## config.mk

```make
export PLATFORM = sky130hd
export DESIGN_NAME = sound_command_stream_parser
export DESIGN_NICKNAME = d
export VERILOG_FILES = /design/src/design/scsp_pkg.sv /design/src/design/sound_command_stream_parser.sv
export SDC_FILE = /design/constraint.sdc
export NUM_CORES = 1
export LEC_CHECK = 0
export BUFFER_PORTS_ARGS = -buffer_cell sky130_fd_sc_hd__buf_2
export CAP_MARGIN = 5
export CORE_MARGIN = 3
export CORE_UTILIZATION = 43
export DETAILED_ROUTE_END_ITERATION = 10
export GPL_TIMING_DRIVEN = 0
export HOLD_SLACK_MARGIN = 0.12
export SKIP_LAST_GASP = 1
export SLEW_MARGIN = 0
export SYNTH_ARGS = -nofsm -noshare
export SYNTH_HDL_FRONTEND = slang
export SYNTH_SLANG_ARGS = --single-unit
```

## constraint.sdc

```tcl
create_clock -name clk -period 21.5 [get_ports clk]
set_input_delay 1.075 -clock clk [delete_from_list [all_inputs] [get_ports clk]]
set_output_delay 1.075 -clock clk [all_outputs]
set_load 0.05 [all_outputs]
```

## src/design/scsp_pkg.sv

```systemverilog
`timescale 1ns / 1ps
// scsp_pkg: event codes, opcode constants and the operand length table
// of the sound command stream parser. No dependencies.
package scsp_pkg;

	localparam logic [2:0] EV_WRITE = 3'd0;
	localparam logic [2:0] EV_WAIT  = 3'd1;
	localparam logic [2:0] EV_BLOCK = 3'd2;
	localparam logic [2:0] EV_SEEK  = 3'd3;
	localparam logic [2:0] EV_END   = 3'd4;
	localparam logic [2:0] EV_ERROR = 3'd5;

	localparam logic [7:0] OP_WAIT_N   = 8'h61;
	localparam logic [7:0] OP_WAIT_60  = 8'h62;
	localparam logic [7:0] OP_WAIT_50  = 8'h63;
	localparam logic [7:0] OP_EOD      = 8'h66;
	localparam logic [7:0] OP_BLOCK    = 8'h67;
	localparam logic [7:0] OP_PSG      = 8'hA0;
	localparam logic [7:0] OP_APU      = 8'hB4;
	localparam logic [7:0] OP_WAIT_SH  = 8'h70;
	localparam logic [7:0] OP_WAIT_MSK = 8'h0F;

	localparam logic [16:0] WAIT_60 = 17'd735;
	localparam logic [16:0] WAIT_50 = 17'd882;

	localparam logic REG_LOOP_OFFSET = 1'b0;
	localparam logic REG_LOOP_COUNT  = 1'b1;

	typedef struct packed {
		logic       known;
		logic [3:0] len;
	} op_len_t;

	typedef struct packed {
		logic [2:0]  kind;
		logic        chip;
		logic [7:0]  addr;
		logic [7:0]  value;
		logic [16:0] wcnt;
		logic [31:0] seek;
		logic        last;
	} event_t;

	function automatic op_len_t op_len(input logic [7:0] op);
		op_len_t r;
		r.known = 1'b1;
		r.len   = 4'd0;
		if (op < 8'h30) begin
			r.known = 1'b0;
		end else if (op <= 8'h3F) begin
			r.len = 4'd1;
		end else if (op <= 8'h4E) begin
			r.len = 4'd2;
		end else if (op <= 8'h50) begin
			r.len = 4'd1;
		end else if (op <= 8'h5F) begin
			r.len = 4'd2;
		end else if (op >= 8'h70 && op <= 8'h8F) begin
			r.len = 4'd0;
		end else if (op >= 8'hA0 && op <= 8'hBF) begin
			r.len = 4'd2;
		end else if (op >= 8'hC0 && op <= 8'hDF) begin
			r.len = 4'd3;
		end else if (op >= 8'hE0) begin
			r.len = 4'd4;
		end else begin
			case (op)
				8'h61: r.len = 4'd2;
				8'h62, 8'h63, 8'h66: r.len = 4'd0;
				8'h67: r.len = 4'd6;
				8'h68: r.len = 4'd11;
				8'h90, 8'h91, 8'h95: r.len = 4'd4;
				8'h92: r.len = 4'd5;
				8'h93: r.len = 4'd10;
				8'h94: r.len = 4'd1;
				default: r.known = 1'b0;
			endcase
		end
		return r;
	endfunction

endpackage

```

## src/design/sound_command_stream_parser.sv

```systemverilog
`timescale 1ns / 1ps
// sound_command_stream_parser: byte-wise command decoder with loop control,
// an output register and a one-beat skid stage. Depends on scsp_pkg.
//
// channel  dir  handshake          payload
// in       in   in_valid/in_stall  data_byte
// out      out  out_valid/out_stall event_kind .. block_last
// cfg      in   APB psel/penable   paddr, pwdata, prdata
//
// One byte per cycle while in_stall is low; each beat is decoded in the cycle it is accepted and its
// event, if any, is registered in the output register, or in the skid stage if the output is stalled.
// in_stall rises only when the output register and the skid stage are both full.
// Reset clears the parser state and sets loop_count to 1; loops_q reloads from loop_count.
// After an end or error event all bytes are accepted and dropped until reset.
module sound_command_stream_parser (
	input  logic        clk,
	input  logic        arst_n,
	input  logic        in_valid,
	output logic        in_stall,
	input  logic [7:0]  data_byte,
	output logic        out_valid,
	input  logic        out_stall,
	output logic [2:0]  event_kind,
	output logic        target_chip,
	output logic [7:0]  reg_address,
	output logic [7:0]  reg_value,
	output logic [16:0] wait_count,
	output logic [31:0] seek_target,
	output logic        block_last,
	input  logic        psel,
	input  logic        penable,
	input  logic        pwrite,
	input  logic [2:0]  paddr,
	input  logic [31:0] pwdata,
	output logic [31:0] prdata,
	output logic        pready
);
	import scsp_pkg::*;

	logic [31:0] loop_offset_q;
	logic [7:0]  loop_count_q;
	logic [7:0]  opcode_q;
	logic [3:0]  len_q;
	logic [3:0]  idx_q;
	logic [7:0]  op0_q;
	logic [31:0] pl_q;
	logic [7:0]  loops_q;
	logic        halted_q;

	logic [7:0]  opcode_d;
	logic [3:0]  len_d;
	logic [3:0]  idx_d;
	logic [7:0]  op0_d;
	logic [31:0] pl_d;
	logic [7:0]  loops_d;
	logic        halted_d;

	event_t      ev_d, ev_o_q, ev_s_q;
	logic        ev_v;
	logic        o_valid_q, s_valid_q;
	logic        acc, take, cfg_wr;
	op_len_t     ol;
	logic        fin_en;
	logic [7:0]  fin_op, fin_last;

	assign pready = 1'b1;
	assign cfg_wr = psel && penable && pwrite;
	assign prdata = (paddr[2] == REG_LOOP_COUNT) ? {24'd0, loop_count_q} : loop_offset_q;

	assign acc      = in_valid && !in_stall;
	assign in_stall = s_valid_q;
	assign take     = o_valid_q && !out_stall;
	assign ol       = op_len(data_byte);

	always_comb begin
		opcode_d = opcode_q;
		len_d    = len_q;
		idx_d    = idx_q;
		op0_d    = op0_q;
		pl_d     = pl_q;
		loops_d  = loops_q;
		halted_d = halted_q;
		ev_d     = '0;
		ev_v     = 1'b0;
		fin_en   = 1'b0;
		fin_op   = opcode_q;
		fin_last = data_byte;
		if (acc && !halted_q) begin
			if (idx_q == 4'd0 && pl_q != 32'd0) begin
				pl_d       = pl_q - 32'd1;
				ev_v       = 1'b1;
				ev_d.kind  = EV_BLOCK;
				ev_d.value = data_byte;
				ev_d.last  = (pl_q == 32'd1);
			end else if (idx_q == 4'd0) begin
				if (!ol.known) begin
					ev_v      = 1'b1;
					ev_d.kind = EV_ERROR;
					halted_d  = 1'b1;
				end else begin
					opcode_d = data_byte;
					len_d    = ol.len;
					if (ol.len == 4'd0) begin
						fin_en = 1'b1;
						fin_op = data_byte;
					end else begin
						idx_d = 4'd1;
					end
				end
			end else begin
				if (idx_q == 4'd1)
					op0_d = data_byte;
				if (opcode_q == OP_BLOCK) begin
					case (idx_q)
						4'd3: pl_d = pl_q | {24'd0, data_byte};
						4'd4: pl_d = pl_q | {16'd0, data_byte, 8'd0};
						4'd5: pl_d = pl_q | {8'd0, data_byte, 16'd0};
						4'd6: pl_d = pl_q | {data_byte, 24'd0};
						default: pl_d = pl_q;
					endcase
				end
				if (idx_q >= len_q) begin
					idx_d  = 4'd0;
					fin_en = 1'b1;
				end else begin
					idx_d = idx_q + 4'd1;
				end
			end
		end
		if (fin_en) begin
			if (fin_op == OP_PSG || fin_op == OP_APU) begin
				ev_v       = 1'b1;
				ev_d.kind  = EV_WRITE;
				ev_d.chip  = (fin_op == OP_APU);
				ev_d.addr  = op0_d;
				ev_d.value = fin_last;
			end else if (fin_op == OP_WAIT_N) begin
				ev_v      = 1'b1;
				ev_d.kind = EV_WAIT;
				ev_d.wcnt = {1'b0, fin_last, op0_d} + 17'd1;
			end else if (fin_op == OP_WAIT_60 || fin_op == OP_WAIT_50) begin
				ev_v      = 1'b1;
				ev_d.kind = EV_WAIT;
				ev_d.wcnt = (fin_op == OP_WAIT_60) ? WAIT_60 : WAIT_50;
			end else if ((fin_op & ~OP_WAIT_MSK) == OP_WAIT_SH) begin
				ev_v      = 1'b1;
				ev_d.kind = EV_WAIT;
				ev_d.wcnt = {13'd0, fin_op[3:0]} + 17'd1;
			end else if (fin_op == OP_EOD) begin
				ev_v = 1'b1;
				if (loop_offset_q != 32'd0 && loops_q != 8'd1) begin
					if (loops_q != 8'd0)
						loops_d = loops_q - 8'd1;
					ev_d.kind = EV_SEEK;
					ev_d.seek = loop_offset_q;
				end else begin
					ev_d.kind = EV_END;
					halted_d  = 1'b1;
				end
			end
		end
	end

	always_ff @(posedge clk or negedge arst_n) begin
		if (!arst_n) begin
			loop_offset_q <= 32'd0;
			loop_count_q  <= 8'd1;
			opcode_q      <= 8'd0;
			len_q         <= 4'd0;
			idx_q         <= 4'd0;
			pl_q          <= 32'd0;
			loops_q       <= 8'd1;
			halted_q      <= 1'b0;
			o_valid_q     <= 1'b0;
			s_valid_q     <= 1'b0;
		end else begin
			opcode_q <= opcode_d;
			len_q    <= len_d;
			idx_q    <= idx_d;
			pl_q     <= pl_d;
			halted_q <= halted_d;
			if (cfg_wr && paddr[2] == REG_LOOP_COUNT) begin
				loop_count_q <= pwdata[7:0];
				loops_q      <= pwdata[7:0];
			end else begin
				loops_q <= loops_d;
				if (cfg_wr)
					loop_offset_q <= pwdata;
			end
			if (s_valid_q) begin
				if (take) begin
					o_valid_q <= 1'b1;
					s_valid_q <= 1'b0;
				end
			end else if (!o_valid_q || take) begin
				o_valid_q <= ev_v;
			end else if (ev_v) begin
				s_valid_q <= 1'b1;
			end
		end
	end

	always_ff @(posedge clk) begin
		op0_q <= op0_d;
		if (s_valid_q) begin
			if (take)
				ev_o_q <= ev_s_q;
		end else if (!o_valid_q || take) begin
			ev_o_q <= ev_d;
		end else if (ev_v) begin
			ev_s_q <= ev_d;
		end
	end

	assign out_valid   = o_valid_q;
	assign event_kind  = ev_o_q.kind;
	assign target_chip = ev_o_q.chip;
	assign reg_address = ev_o_q.addr;
	assign reg_value   = ev_o_q.value;
	assign wait_count  = ev_o_q.wcnt;
	assign seek_target = ev_o_q.seek;
	assign block_last  = ev_o_q.last;

endmodule

```

Word-level counts from Yosys, hierarchy flattened

Index checks and enable logic that the tools add are counted.

Add/subtract/negate cells: 5
Magnitude comparators: 13
Equality and inequality tests: 35
Mux-type cells: 110
Bitwise operators: 8
Reduce and logical (&&, ||, !) cells: 39

Operator list:

| operator                | count |
|---|---|
| $mux W32                | 9 |
| $mux W70                | 3 |
| $mux W8                 | 20 |
| $pmux W32 S4            | 1 |
| $eq A8 B7 Y1 const B    | 11 |
| $mux W69                | 1 |
| $eq A8 B8 Y1 const B    | 8 |
| $reduce_bool A32 Y1     | 2 |
| $mux W4                 | 13 |
| $mux W49                | 1 |
| $mux W1                 | 46 |
| $mux W17                | 2 |
| $eq A32 B1 Y1 const B   | 1 |
| $or A32 B16 Y32         | 1 |
| $or A32 B24 Y32         | 1 |
| $or A32 B32 Y32         | 1 |
| $or A32 B8 Y32          | 1 |
| $sub A32 B1 Y32 const B | 1 |
| $mux W3                 | 10 |
| $pmux W4 S7             | 1 |
| $ge A8 B8 Y1 const B    | 3 |
| $le A8 B7 Y1 const B    | 3 |
| $le A8 B8 Y1 const B    | 3 |
| $add A16 B1 Y17 const B | 1 |
| other kinds (30)        | 66 |

Register bits after elaboration: 247
Output and inout bits: 105
Logic and storage cells: 235

Longest topological paths before layout

Depth in word-level cells: 28
Depth in mapped cells: 18
Mapped depth without buffers: 15

Worst setup path after synthesis

Ideal clock, no wire load.

Path kind: input -> register
Start: in data_byte[3]
End: reg ev_s_q[0] (netlist bit) (enable)
Setup time: 0.499 ns
Data arrival time: 7.004 ns
Required time: 21.001 ns
Path slack: 13.997 ns
Stages on the path: 15
Path buffers: 1
Cells stage by stage: or4_1 o221a_2 o32a_1 nand2b_2 nor3_4 buf_4 mux2_2 inv_1 ha_1 or3_1 and3_1 nor2_1 a31oi_1 a221oi_1 nor2_1

Longest elaborated chain between the ends: 26
Elaborated cells between the ends (all ways): 80
Classes of those cells: order compare (12); eq/ne (19); mux (40); reduce/logical (9)

Ends and longest elaborated chain:

| element                                | RTL line                           | source |
|---|---|---|
| start: declaration                     | sound_command_stream_parser.sv:20  | `input logic [7:0] data_byte,` |
| $eq A8 B8 Y1                           | scsp_pkg.sv:67                     | `case (op)` |
| $reduce_or A3 Y1                       | -                                  |  |
| $pmux W4 S7                            | scsp_pkg.sv:67                     |  |
| $mux W4                                | scsp_pkg.sv:64                     | `end else if (op >= 8'hE0) begin` |
| $mux W4                                | scsp_pkg.sv:62                     | `end else if (op >= 8'hC0 && op <= 8'hDF) begin` |
| $mux W4                                | scsp_pkg.sv:60                     | `end else if (op >= 8'hA0 && op <= 8'hBF) begin` |
| $mux W4                                | scsp_pkg.sv:58                     | `end else if (op >= 8'h70 && op <= 8'h8F) begin` |
| $mux W4                                | scsp_pkg.sv:56                     | `end else if (op <= 8'h5F) begin` |
| [... 10 more ...]                      | -                                  |  |
| $eq A8 B7 Y1                           | sound_command_stream_parser.sv:149 | `end else if (fin_op == OP_EOD) begin` |
| $mux W1                                | sound_command_stream_parser.sv:149 |  |
| $mux W1                                | sound_command_stream_parser.sv:145 | `end else if ((fin_op & ~OP_WAIT_MSK) == OP_WAIT_SH) begin` |
| $mux W1                                | sound_command_stream_parser.sv:141 | `end else if (fin_op == OP_WAIT_60 \|\| fin_op == OP_WAIT_50) begin` |
| $mux W1                                | sound_command_stream_parser.sv:137 | `end else if (fin_op == OP_WAIT_N) begin` |
| $mux W1                                | sound_command_stream_parser.sv:131 | `if (fin_op == OP_PSG \|\| fin_op == OP_APU) begin` |
| $mux W1 (*)                            | sound_command_stream_parser.sv:130 | `if (fin_en) begin` |
| $reduce_and A3 Y1 (no source line) (*) | -                                  |  |
| end signal: assignment                 | sound_command_stream_parser.sv:211 | `ev_s_q <= ev_d;` |
| end: declaration                       | sound_command_stream_parser.sv:58  | `event_t ev_d, ev_o_q, ev_s_q;` |

Mark *: on every way between the ends. The rest lies on a longest branch, timed or not.
A chain may end at the register's enable or synchronous reset.

Worst setup path after layout

Start: reg pl_q[13]
End: reg ev_s_q[60] (netlist bit) (enable)

Longest elaborated chain between the ends: 12
Elaborated cells between the ends (all ways): 24
Classes of those cells: eq/ne (7); mux (12); reduce/logical (5)

Ends and longest elaborated chain:

| element                                | RTL line                           | source |
|---|---|---|
| start: declaration                     | sound_command_stream_parser.sv:46  | `logic [31:0] pl_q;` |
| start signal: assignment               | sound_command_stream_parser.sv:180 | `pl_q <= pl_d;` |
| $reduce_bool A32 Y1 (*)                | sound_command_stream_parser.sv:89  | `if (idx_q == 4'd0 && pl_q != 32'd0) begin` |
| $logic_and A1 B1 Y1 (*)                | sound_command_stream_parser.sv:89  |  |
| $mux W8                                | sound_command_stream_parser.sv:89  |  |
| $mux W8                                | sound_command_stream_parser.sv:88  | `if (acc && !halted_q) begin` |
| $eq A8 B7 Y1                           | sound_command_stream_parser.sv:149 |  |
| $mux W1                                | sound_command_stream_parser.sv:149 |  |
| $mux W1                                | sound_command_stream_parser.sv:145 |  |
| $mux W1                                | sound_command_stream_parser.sv:141 |  |
| $mux W1                                | sound_command_stream_parser.sv:137 |  |
| $mux W1                                | sound_command_stream_parser.sv:131 |  |
| $mux W1 (*)                            | sound_command_stream_parser.sv:130 |  |
| $reduce_and A3 Y1 (no source line) (*) | -                                  |  |

Marks and branches as above.

==> results.toml <==
[detailed_routing]
dr.pass1.iters = 5
drc_errors = 0
post_drt_wl_per_cell_um = 19.1
via_per_inst = 5.51
route.antenna.remaining_nets = 0
wirelength_mm = 32.0
initialDrtViolationCount = 681
vias = 9236

[synthesis]
synth_cell_types = 80
synth_edf_count = 140
synth_ff_type = "edfxtp_1"
syn_inst = 1091
ys_seq_elements = 247
syn-cell-area_um2 = 12200
ys_warn_count = 0
synth-seq-area-share_pct = 56.0
synth_top_area_share_pct = 34.4
yosys-top-cells-area = "edfxtp_1, dfrtp_1, mux2_2, a21o_1, nand2_1"
synth_top_area_cell = "edfxtp_1"
synthArstFlopShare_pct = 40.1
synthesis.nets = 1159
syn_avg_cell_area_um2 = 11.2

[layout]
final_common_cell = "buf_2"
most-common-layout-cells = "buf_2, edfxtp_1, nand2_1"
n_antenna_cell = 0
drive_gt1_share_pct = 21.9
syn2layout_area_growth_pct = 18.1
nets = 1345
nFillCells = 2543

[worst_setup_path]
critical_path_class = "flip-flop to flip-flop"
cp_max_fo = 30
worstSetupEndpointType = "flip-flop"
worst_ep_arrival_time_ns = 6.74
crit_path_start_kind = "flip-flop"
cp.required_ns = 21.80

[grt]
grt-ovfl-total = 0
grt_usage_pct = 20.5
grt_pass1_vias = 8882
antenna_found_initial = 0
grt_pass1_wl_mm = 50.0
grt_max_degree = 60

[clocking]
ctsHoldBuffers = 0
h-tree-depth = 1
path_clk_slew_ns = 0.06
post-cts-setup-buffers = 0
cts_buffer_depth = 3
ctsResizeCount = 0
cts_sinks = 247
clockRootBuffer = "clkbuf_16"
numCtsBuffers = 28
cts_tree = "done"
clock_latency_ns = 0.56

[outcome]
status = "finished clean"

[sta]
tightest_slew_ns = 0.963
rsz0062_at_grt = "false"
post-route-period-util_pct = 30.0
final.min_clock_period_ns = 6.44
tns_ns = 0
finalHoldViolations = 0
max_slew_margin_pct = 35.8
fmax_mhz = 155
finClkSkew_ns = 0.0157
fin_ws_ns = 15.06
setup_viol = 0
maxSlewViolCount = 0

[place]
place.gp.congestion = 0.887
port_buffers = 150
dpl.hpwl_mm = 22.7
place_ws_ns = 14.72

[floorplanning]
ioPinCount = 155
dieHeight_um = 175
fp.dieArea_um2 = 30500
rows = 61
initial_utilization_pct = 43.8
core_area_um2 = 27900
die_x_um = 175

[pwr]
p_per_area_nw_per_um2 = 75.3
leakagePower_nw = 6.47
ir_drop_uv = 59.2
power.total_mw = 1.09

[flow_run]
cap_violations = 0

[min_path]
hold_path_class = "flip-flop to flip-flop"
[registers in the layout, indices dropped and copies added (netlist names), 17 cells and up]
signal and cells:
wait_count 17, seek_target 32, loop_offset_q 32, pl_q 32
ev_s_q 70
[report_power, final]
group / switching [mW] / internal (mW)
Sequential: 0.0184 / 0.517
Clock: 0.192 / 0.251
Combinational: 0.0711 / 0.0384
Total: 0.282 / 0.806
[logic make-up after synthesis]
| group | after synthesis | share of synthesized area (%) |
|---|---|---|
| other | 1 | 0.0307 |
| AND/OR/NAND/NOR | 406 | 17.7 |
| multiplexers | 71 | 6.38 |
| adder cells (fa/ha/maj) | 18 | 1.84 |
| buffers and inverters | 85 | 2.82 |
| flip-flops | 247 | 56.0 |
| AO/OA/AOI/OAI | 236 | 13.3 |
| XOR/XNOR | 27 | 1.93 |
[routing by layer]
| metal | global-route usage, % | routed length (um) |
|---|---|---|
| met4 | 4.92 | 639 |
| met2 | 32.9 | 14700 |
| met1 | 29.6 | 15000 |
| met5 | 0 | 0 |
| met3 | 3.00 | 1630 |
[synth_stat cells (4+ instances only)]
cell      count
edfxtp_1    140
nand2_1     106
dfrtp_1      97
nor2_1       66
a21o_1       61
mux2_2       56
o21ai_0      54
and2_1       46
clkbuf_1     45
a21oi_1      38
nand3_1      32
nor2b_1      29
inv_1        28
nor4_1       24
nor3_1       20
ha_1         18
nand4_1      18
xnor2_1      16
mux2i_1      15
xor2_1       11
and3_1       10
a22o_1        9
o31ai_1       9
or3_1         9
dfxtp_1       8
nand2b_1      7
a22oi_1       6
a31oi_1       5
nor3b_1       5
o21a_1        5
o22ai_1       5
a21bo_2       4
nor4bb_1      4
or4_1         4
[path summary, 6_finish.rpt]
kind | start | end | slack, ns | depth (start not counted)
worst min register to register | loop_count_q[0]$_DFFE_PN1P_ | loop_count_q[0]$_DFFE_PN1P_ | 0.46 | 2
worst max-delay path | pl_q[13]$_DFFE_PN0P_ | ev_s_q[60]$_DFFE_PP_ | 15.06 | 19
max in group asynchronous | arst_n | pl_q[23]$_DFFE_PN0P_ | 20.23 | 2
worst max register to register | pl_q[13]$_DFFE_PN0P_ | ev_s_q[60]$_DFFE_PP_ | 15.06 | 19
worst min-delay path | loop_count_q[0]$_DFFE_PN1P_ | loop_count_q[0]$_DFFE_PN1P_ | 0.46 | 2
min in group asynchronous | arst_n | loop_offset_q[6]$_DFFE_PN0P_ | 0.54 | 1
[worst max-delay path: stages (launching register included)]
cell	delay, ns
dfrtp_1	0.42
or3_1	0.37
buf_2	0.18
or4_4	0.52
buf_6	0.16
o31ai_4	0.46
nand2b_2	0.15
nor3_4	0.39
buf_4	0.26
mux2i_1	0.31
inv_1	0.11
ha_1	0.30
or3_1	0.43
and3_1	0.22
nor2_1	0.19
a31oi_1	0.14
a221oi_1	0.77
nor2_4	0.29
buf_12	0.27
buf_12	0.18
[cell type report]
type,instances,area [um^2],area share [%]
flip-flops and latches,247,6840,47.4
multi-input cells,759,5050,35.0
repair buffers,156,857,5.94
clock buffers,38,768,5.32
well taps,378,473,3.28
plain buffers,57,240,1.66
inverters,28,105,0.728
clock inverters,14,97.6,0.676
[through the flow]
stage / cells / util (%) / hold slack, ns / area (um^2)
floorplan: 1091 / - / 0.437 / 12200
global placement: 1619 / 48.2 / 0.448 / 13500
detailed placement: 1625 / 48.6 / 0.455 / 13600
CTS: 1677 / 51.7 / 0.464 / 14400
global route: 1677 / 51.7 / 0.496 / 14400
finish: 1677 / 51.7 / 0.460 / 14400
(Power assumes the default switching activity.)
